===== src/sv/kwpm_pkg.sv =====
// ----------------------------------------------------------------------------
// kwpm_pkg
// Shared widths, register indexes and controller-to-datapath command types
// for the K-weighted power meter.
// ----------------------------------------------------------------------------
package kwpm_pkg;

    // Fixed-point widths
    localparam int SIG_W   = 40;  // filter signals, Q8.32
    localparam int COEF_W  = 32;  // coefficients, Q4.28
    localparam int HALF_W  = 20;  // operand split for the shared multiplier
    localparam int MUL_B_W = HALF_W + 1;
    localparam int PROD_W  = COEF_W + MUL_B_W;
    localparam int ACC_W   = 81;  // holds a full coefficient product or a square
    localparam int CM_LSB  = 28;  // coefficient product scaling
    localparam int CM_W    = 44;
    localparam int SQ_LSB  = 24;  // square scaling to 40 fraction bits
    localparam int SQ_W    = 55;
    localparam int SUM_W   = 46;  // pre-saturation sum of filter terms
    localparam int PWR_W   = 63;  // power sum, Q23.40
    localparam int SKIP_W  = 24;

    // Configuration port
    localparam int CFG_IDX_W  = 4;
    localparam int CFG_DATA_W = 32;

    localparam logic [CFG_IDX_W-1:0] REG_SHELF_B0    = 4'd0;
    localparam logic [CFG_IDX_W-1:0] REG_SHELF_B1    = 4'd1;
    localparam logic [CFG_IDX_W-1:0] REG_SHELF_B2    = 4'd2;
    localparam logic [CFG_IDX_W-1:0] REG_SHELF_A1    = 4'd3;
    localparam logic [CFG_IDX_W-1:0] REG_SHELF_A2    = 4'd4;
    localparam logic [CFG_IDX_W-1:0] REG_HIGHPASS_A1 = 4'd5;
    localparam logic [CFG_IDX_W-1:0] REG_HIGHPASS_A2 = 4'd6;
    localparam logic [CFG_IDX_W-1:0] REG_SKIP        = 4'd7;

    // Micro-sequence length per sample pair
    localparam int STEP_W    = 5;
    localparam int LAST_STEP = 21;

    typedef struct packed {
        logic signed [COEF_W-1:0] shelf_b0;
        logic signed [COEF_W-1:0] shelf_b1;
        logic signed [COEF_W-1:0] shelf_b2;
        logic signed [COEF_W-1:0] shelf_a1;
        logic signed [COEF_W-1:0] shelf_a2;
        logic signed [COEF_W-1:0] hp_a1;
        logic signed [COEF_W-1:0] hp_a2;
    } coef_set_t;

    // Multiplier A operand
    typedef enum logic [3:0] {
        MA_SHELF_B0,
        MA_SHELF_B1,
        MA_SHELF_B2,
        MA_SHELF_A1,
        MA_SHELF_A2,
        MA_HP_A1,
        MA_HP_A2,
        MA_MAG_LO,
        MA_MAG_HI
    } mul_a_t;

    // Multiplier B operand (half picked separately)
    typedef enum logic [1:0] {
        MB_X,
        MB_Y,
        MB_U,
        MB_MAG
    } mul_b_t;

    typedef enum logic [2:0] {
        AC_HOLD,
        AC_LOAD_RC,    // coefficient rounding + product
        AC_LOAD_RS,    // square rounding + product
        AC_ADD_SH20,
        AC_ADD_SH21,
        AC_ADD_SH40
    } acc_op_t;

    typedef enum logic [2:0] {
        SO_HOLD,
        SO_CM_SD1,     // cm + shelf delay one
        SO_CM_SD2,     // cm + shelf delay two
        SO_CM,
        SO_SUB_CM,
        SO_HD2_M2Y,    // highpass delay two - 2y
        SO_Y_SUB_CM
    } sum_op_t;

    typedef enum logic [2:0] {
        WB_NONE,
        WB_Y,
        WB_SD1,
        WB_SD2,
        WB_U,
        WB_HD1,
        WB_HD2
    } wb_t;

    typedef struct packed {
        mul_a_t  a_sel;
        mul_b_t  b_sel;
        logic    hi;
        acc_op_t acc_op;
        sum_op_t sum_op;
        wb_t     wb;
    } lane_cmd_t;

    typedef struct packed {
        lane_cmd_t lane;
        logic      load;       // take a sample pair
        logic      power_add;  // fold both squares into the sum, bump index
        logic      out_load;   // capture the result register
    } dp_cmd_t;

    localparam lane_cmd_t LANE_NOP = '{
        a_sel:  MA_SHELF_B0,
        b_sel:  MB_X,
        hi:     1'b0,
        acc_op: AC_HOLD,
        sum_op: SO_HOLD,
        wb:     WB_NONE
    };

endpackage


===== src/sv/kwpm_ctrl.sv =====
// ----------------------------------------------------------------------------
// kwpm_ctrl
// Sequencer: accepts a sample pair, steps the lanes through the filter and
// square micro-program, folds the power sum and hands off the result.
// ----------------------------------------------------------------------------
module kwpm_ctrl
    import kwpm_pkg::*;
(
    input  logic    aclk,
    input  logic    aresetn,
    input  logic    s_tvalid,
    output logic    s_tready,
    input  logic    s_tlast,
    output logic    m_tvalid,
    input  logic    m_tready,
    output dp_cmd_t cmd
);

    typedef enum logic [1:0] {
        ST_IDLE,
        ST_FILTER,
        ST_POWER,
        ST_EMIT
    } state_t;

    state_t            state_reg, state_next;
    logic [STEP_W-1:0] step_reg, step_next;
    logic              last_reg, last_next;
    logic              out_valid_reg, out_valid_next;

    // Per-step lane commands. A coefficient product takes LO, HI+load, ADD20;
    // its value is in the accumulator the cycle after and feeds the sum op.
    function automatic lane_cmd_t step_cmd(input logic [STEP_W-1:0] step);
        lane_cmd_t c;
        c = LANE_NOP;
        unique case (step)
            5'd0:  begin c.a_sel = MA_SHELF_B0; c.b_sel = MB_X; end
            5'd1:  begin c.a_sel = MA_SHELF_B0; c.b_sel = MB_X; c.hi = 1'b1;
                         c.acc_op = AC_LOAD_RC; end
            5'd2:  begin c.a_sel = MA_SHELF_B1; c.b_sel = MB_X; c.acc_op = AC_ADD_SH20; end
            5'd3:  begin c.a_sel = MA_SHELF_B1; c.b_sel = MB_X; c.hi = 1'b1;
                         c.acc_op = AC_LOAD_RC; c.sum_op = SO_CM_SD1; end
            5'd4:  begin c.acc_op = AC_ADD_SH20; c.wb = WB_Y; end
            5'd5:  begin c.a_sel = MA_SHELF_A1; c.b_sel = MB_Y; c.sum_op = SO_CM_SD2; end
            5'd6:  begin c.a_sel = MA_SHELF_A1; c.b_sel = MB_Y; c.hi = 1'b1;
                         c.acc_op = AC_LOAD_RC; end
            5'd7:  begin c.a_sel = MA_SHELF_B2; c.b_sel = MB_X; c.acc_op = AC_ADD_SH20; end
            5'd8:  begin c.a_sel = MA_SHELF_B2; c.b_sel = MB_X; c.hi = 1'b1;
                         c.acc_op = AC_LOAD_RC; c.sum_op = SO_SUB_CM; end
            5'd9:  begin c.a_sel = MA_SHELF_A2; c.b_sel = MB_Y; c.acc_op = AC_ADD_SH20;
                         c.wb = WB_SD1; end
            5'd10: begin c.a_sel = MA_SHELF_A2; c.b_sel = MB_Y; c.hi = 1'b1;
                         c.acc_op = AC_LOAD_RC; c.sum_op = SO_CM; end
            5'd11: begin c.acc_op = AC_ADD_SH20; end
            5'd12: begin c.sum_op = SO_SUB_CM; c.wb = WB_U; end
            5'd13: begin c.a_sel = MA_HP_A1; c.b_sel = MB_U; c.wb = WB_SD2; end
            5'd14: begin c.a_sel = MA_HP_A1; c.b_sel = MB_U; c.hi = 1'b1;
                         c.acc_op = AC_LOAD_RC; c.sum_op = SO_HD2_M2Y; end
            5'd15: begin c.a_sel = MA_HP_A2; c.b_sel = MB_U; c.acc_op = AC_ADD_SH20; end
            5'd16: begin c.a_sel = MA_HP_A2; c.b_sel = MB_U; c.hi = 1'b1;
                         c.acc_op = AC_LOAD_RC; c.sum_op = SO_SUB_CM; end
            5'd17: begin c.acc_op = AC_ADD_SH20; c.wb = WB_HD1; end
            // square of |u|: lo*lo, hi*lo, hi*hi
            5'd18: begin c.a_sel = MA_MAG_LO; c.b_sel = MB_MAG; c.sum_op = SO_Y_SUB_CM; end
            5'd19: begin c.a_sel = MA_MAG_HI; c.b_sel = MB_MAG; c.acc_op = AC_LOAD_RS;
                         c.wb = WB_HD2; end
            5'd20: begin c.a_sel = MA_MAG_HI; c.b_sel = MB_MAG; c.hi = 1'b1;
                         c.acc_op = AC_ADD_SH21; end
            5'd21: begin c.acc_op = AC_ADD_SH40; end
            default: ;
        endcase
        return c;
    endfunction

    always_comb begin
        state_next     = state_reg;
        step_next      = step_reg;
        last_next      = last_reg;
        out_valid_next = out_valid_reg;
        cmd            = '{lane: LANE_NOP, load: 1'b0, power_add: 1'b0, out_load: 1'b0};

        if (out_valid_reg && m_tready) begin
            out_valid_next = 1'b0;
        end

        unique case (state_reg)
            ST_IDLE: begin
                if (s_tvalid) begin
                    cmd.load   = 1'b1;
                    last_next  = s_tlast;
                    step_next  = '0;
                    state_next = ST_FILTER;
                end
            end
            ST_FILTER: begin
                cmd.lane = step_cmd(step_reg);
                if (step_reg == STEP_W'(LAST_STEP)) begin
                    state_next = ST_POWER;
                end else begin
                    step_next = step_reg + STEP_W'(1);
                end
            end
            ST_POWER: begin
                cmd.power_add = 1'b1;
                state_next    = last_reg ? ST_EMIT : ST_IDLE;
            end
            ST_EMIT: begin
                if (!out_valid_reg || m_tready) begin
                    cmd.out_load   = 1'b1;
                    out_valid_next = 1'b1;
                    state_next     = ST_IDLE;
                end
            end
            default: state_next = ST_IDLE;
        endcase
    end

    always_ff @(posedge aclk) begin
        if (!aresetn) begin
            state_reg     <= ST_IDLE;
            step_reg      <= '0;
            last_reg      <= 1'b0;
            out_valid_reg <= 1'b0;
        end else begin
            state_reg     <= state_next;
            step_reg      <= step_next;
            last_reg      <= last_next;
            out_valid_reg <= out_valid_next;
        end
    end

    assign s_tready = (state_reg == ST_IDLE);
    assign m_tvalid = out_valid_reg;

endmodule


===== config.mk =====
export PLATFORM = sky130hd
export DESIGN_NAME = kwpm_ctrl
export DESIGN_NICKNAME = d
export VERILOG_FILES = /design/src/sv/kwpm_pkg.sv /design/src/sv/kwpm_ctrl.sv
export SDC_FILE = /design/constraint.sdc
export NUM_CORES = 1
export LEC_CHECK = 0
export BUFFER_PORTS_ARGS = -buffer_cell sky130_fd_sc_hd__buf_4
export CORE_ASPECT_RATIO = 1.4
export CORE_UTILIZATION = 35
export DETAILED_ROUTE_END_ITERATION = 6
export GPL_TIMING_DRIVEN = 0
export PLACE_DENSITY = 0.64
export SETUP_SLACK_MARGIN = 0.4
export SLEW_MARGIN = 10
export SYNTH_ARGS = -nofsm -noshare
export SYNTH_HDL_FRONTEND = slang
export SYNTH_SLANG_ARGS = --single-unit

===== constraint.sdc =====
create_clock -name aclk -period 5.7 [get_ports aclk]
set_clock_uncertainty 0.1 [all_clocks]
set_input_delay 0.855 -clock aclk [delete_from_list [all_inputs] [get_ports aclk]]
set_output_delay 0.855 -clock aclk [all_outputs]
set_load 0.005 [all_outputs]

# --- Word level (Yosys, flattened, before mapping) ---
# Cells that the tools add are included.
word_totals:
  output_inout_bits: 21
  ff_bits: 9
  wordCells: 74
classes:
  muxes: 22
  reduce_logical: 19
  n_eq_ne: 28
  addsub: 1
ops:
  columns: ["cell", "count"]
  rows:
  - ["6-bit case mux with 8 select lines", 1]
  - ["5-bit by 4-bit == test with 1-bit output (second input constant)", 8]
  - ["3-bit case mux with 6 select lines", 2]
  - ["5-bit == test (second input constant)", 6]
  - ["5-bit by 3-bit == test with 1-bit output (second input constant)", 4]
  - ["16-bit 2-to-1 mux", 1]
  - ["3-bit case mux with 5 select lines", 1]
  - ["2-bit OR reduction", 7]
  - ["7-bit OR reduction", 2]
  - ["5-bit by 2-bit == test with 1-bit output (second input constant)", 2]
  - ["5-bit 2-to-1 mux", 2]
  - ["5-bit case mux with 2 select lines", 1]
  - ["1-bit 2-to-1 mux", 9]
  - ["2-bit 2-to-1 mux", 4]
  - ["2-bit != test (second input constant)", 4]
  - ["2-bit case mux with 4 select lines", 1]
  - ["8-bit OR reduction", 1]
  - ["3-bit AND reduction", 2]
  - ["5-bit by 1-bit adder with 5-bit output (second input constant)", 1]
  - ["5-bit by 1-bit == test with 1-bit output (second input constant)", 1]
  - ["2-bit == test (second input constant)", 2]
  - ["3-bit OR reduction", 1]
  - ["2-bit by 1-bit == test with 1-bit output (second input constant)", 1]
  - ["2-bit logical NOT", 1]
  - ["other kinds (5)", 5]

# --- Depth between registers and ports, before layout ---
logic_depth:
  word_depth: 4
  ltp_mapped: 7
  depth_no_buf: 6

# --- Worst setup path before layout ---
# No wires, ideal clock.
synth_path:
  path_type: "register to output"
  start: "register step_reg[0]"
  end: "output cmd[9] in the netlist's numbering"
  path_slack_ns: 3.204
  stages_incl_launch_ff: 8
  arrival_ns: 1.541
  required_time_ns: 4.745
  path_cell_list: "dfxtp_1 inv_1 ha_1 buf_2 nor3_1 a2111oi_1 a2111oi_2 a41oi_2"
synth_rtl:
  columns: ["item", "line_no", "text"]
  rows:
  - ["from (decl)", "kwpm_ctrl.sv:27", "logic [STEP_W-1:0] step_reg, step_next;"]
  - ["from (signal assigned)", "kwpm_ctrl.sv:126", "step_reg <= step_next;"]
  - ["to (decl)", "kwpm_ctrl.sv:16", "output dp_cmd_t cmd"]

==> impl.org <==
** Placement
- Post-Place Worst Slack :: 2860 ps
- DPL Wire Length :: 2010 um
- Placed insts :: 200
- Port buffering added 25 buffers.
- At the end of routability-driven placement, the weighted congestion stood at 0.862.

** Outcome
- The run finished with clean final reports.

** CTS
- Total clock buffers created by CTS :: 3
- No sink is reached through more buffers than the 2 on the longest clock path.
- After clock tree synthesis, the setup repair step added 0 buffers.
- Clock tree from TritonCTS :: done
- After clock tree synthesis, the clock-pin slew on the worst setup and hold paths is 60 ps.
- Number of sinks on the clock net :: 9
- Source-to-sink clock delay at the later pin of the worst-skew pair :: 260 ps
- For this design, the CTS-stage hold fixing added 0 buffers.
- H-tree Lvls :: 1
- The number of gates resized after CTS was 0.
- Clock root buffer :: clkbuf_4

** Die
- The die is 65.9 um tall.
- The floorplan step defined a die boundary enclosing 0.00314 sq mm.
- Horizontal die dimension :: 47.6 um
- Row generation in the floorplan step produced 22 rows.
- For this design the top-level I/O count stands at 26.
- Once the floorplan was initialized, standard cells occupied 37.8% of the core.
- Core Footprint :: 0.00270 sq mm

** Yosys
- Counting flops and latches in the post-synthesis netlist gives 9.
- After synthesis, the share of flip-flops with an asynchronous set or reset is 0%.
- After synthesis, the mean cell area works out to 7.35 sq um.
- The most used flip-flop cell after synthesis is dfxtp_1.
- The mapped netlist covers 0.00102 sq mm.
- Share of synthesized area occupied by flip-flops and latches :: 17.6%
- Yosys printed 0 warnings.
- The synthesized design contains 0 enable-type register cells.
- Instance count of the mapped netlist :: 139
- Syn_nets :: 149
- Unique cell type count in the Yosys netlist :: 44

** Setup path
- STA classifies the critical path endpoint as an output pin.
- In this run the worst path has a maximum fanout of 10.
- The worst setup path is launched from a flip-flop.
- Data arrival time of the critical path :: 2210 ps
- Required arrival time at the worst endpoint :: 4740 ps
- Category of the most critical setup path :: flip-flop to output pin

** Finish
- Final core utilization :: 47.4%
- Of the cells placed in the final design, the portion with a size suffix greater than 1 is 30.4%.
- Leading cell type in the layout, fill and taps excluded :: buf_4
- Non-Filler Instances :: 204
- After the last flow step, the layout net total stands at 179.
- Max FFs per register :: 5
- Total inserted antenna cells :: 0
- Area growth, synth to finish :: 25.4%
- Most frequent cells in the layout :: 27 x buf_4, 14 x nor2_1, 13 x nand2_1, 11 x a21oi_1, 9 x dfxtp_1

** Timing
- Transition at the pin with the smallest max-transition slack :: 530 ps
- Based on the critical path, the design can be clocked at up to 316 MHz.
- Setup violations remaining at the end of the flow were counted as 0.
- TNS Setup :: 0 ps
- Ratio of final minimum period to clock period :: 55.5%
- The number of hold violations in the final report is 0.
- For the finished layout, the period the worst path requires is 3160 ps.
- RSZ-0062 raised after global routing :: no
- The number of pins exceeding their max-slew limit in the final report was 0.
- After layout, the worst setup slack is 2540 ps.
- Hold is met by 407 ps.
- Max_slew headroom :: 64.6%

** Detailed routing
- Vias :: 1096
- Number of optimization iterations in the first detailed-route pass :: 4
- Iter 0 DRT Violations :: 18
- Avg Vias per Cell :: 5.37
- Wires add up to 2600 um.
- The detail route stage leaves a number of antenna-violating nets equal to 0.
- In the routed design, unresolved DRC markers number 0.
- Routed wire length per instance :: 12.7 um

** Power
- Dividing total power by cell area gives a power density of 114 mW/mm^2.
- Static power due to leakage :: 0.000512 uW
- VDD sags by at most 0.0000945 V.

** Global routing
- The number of global-route vias before repair is 955.
- The initial antenna violation count was 0.
- Global-route wire length before repair :: 4320 um
- For this run, the total global-route usage over all layers was measured as 18.6%.
- Congestion Overflow GR :: 0
- Entering global routing, the biggest net connects 11 pins.

** Hold path
- Worst min-delay path category :: flip-flop to flip-flop

** Flow run
- The tool flagged a number of max-cap violations equal to 0.
==> worst max-delay path, stage by stage, from the launching register on <==
cell and delay, ps:
dfxtp_1 420, inv_1 90, ha_1 190, buf_2 170, nor3_1 150, a2111oi_1 100, a2111oi_2 500, a41oi_2 160
buf_4 170
==> layout make-up <==
class                           count  area, sq um
Multi-Input combinational cell    113          746
Clock buffer                        4         26.3
Fill cell                         306         1420
Buffer                             12         76.3
Sequential cell                     9          180
Tap cell                           36         45.0
Inverter                            5         18.8
Timing Repair Buffer               25          188
==> per-layer routing <==
metal / vias up / global-route usage [%] / wire length (um)
li1: 549 / - / -
met3: 7 / 1.09 / 80
met1: 502 / 21.2 / 1100
met4: 0 / 7.29 / 48
met2: 38 / 33.7 / 1370
met5: - / 0 / 0
==> path summary, 6_finish.rpt <==
path	startpoint	slack, ps	cells after the start	end
setup / recovery	step_reg[0]	2540	8	cmd[9]
hold / removal	last_reg	410	2	last_reg
setup reg to reg	step_reg[1]	3800	7	step_reg[2]
hold reg to reg	last_reg	410	2	last_reg
==> synthesized netlist by cell type, types with 3 or more instances <==
| master | instances | area, sq um |
|---|---|---|
| a22oi_1 | 4 | 30.0 |
| nor2_1 | 14 | 52.6 |
| buf_2 | 6 | 30.0 |
| inv_1 | 5 | 18.8 |
| o21ai_0 | 6 | 30.0 |
| xnor2_1 | 3 | 26.3 |
| a31oi_1 | 5 | 31.3 |
| nor2b_1 | 6 | 37.5 |
| nand2b_1 | 7 | 43.8 |
| ha_1 | 5 | 62.6 |
| nand2_1 | 13 | 48.8 |
| and3_1 | 3 | 18.8 |
| a21oi_1 | 11 | 55.1 |
| nand3_1 | 5 | 25.0 |
| dfxtp_1 | 9 | 180 |
==> power breakdown <==
group,switching (uW),internal (uW)
Combinational,16.8,13.1
Sequential,1.68,64.5
Clock,22.8,27.0
==> stage by stage <==
stage	instance area [sq um]	power, uW
after floorplan	1020	87.1
after global placement	1250	96.8
after detailed placement	1250	97.4
after CTS	1280	147
after global routing	1280	156
final	1280	146
==> kinds of logic (layout without fill, tap and decap cells) <==
group	Yosys count	in the layout	share of synthesized area [%]
compound gates	40	40	27.8
xor+xnor	3	3	2.57
fa+ha+maj	5	5	6.13
buf+inv	17	46	9.31
flops	9	9	17.6
mux	3	3	3.19
simple gates	62	62	33.3
(Power assumes the default switching activity.)
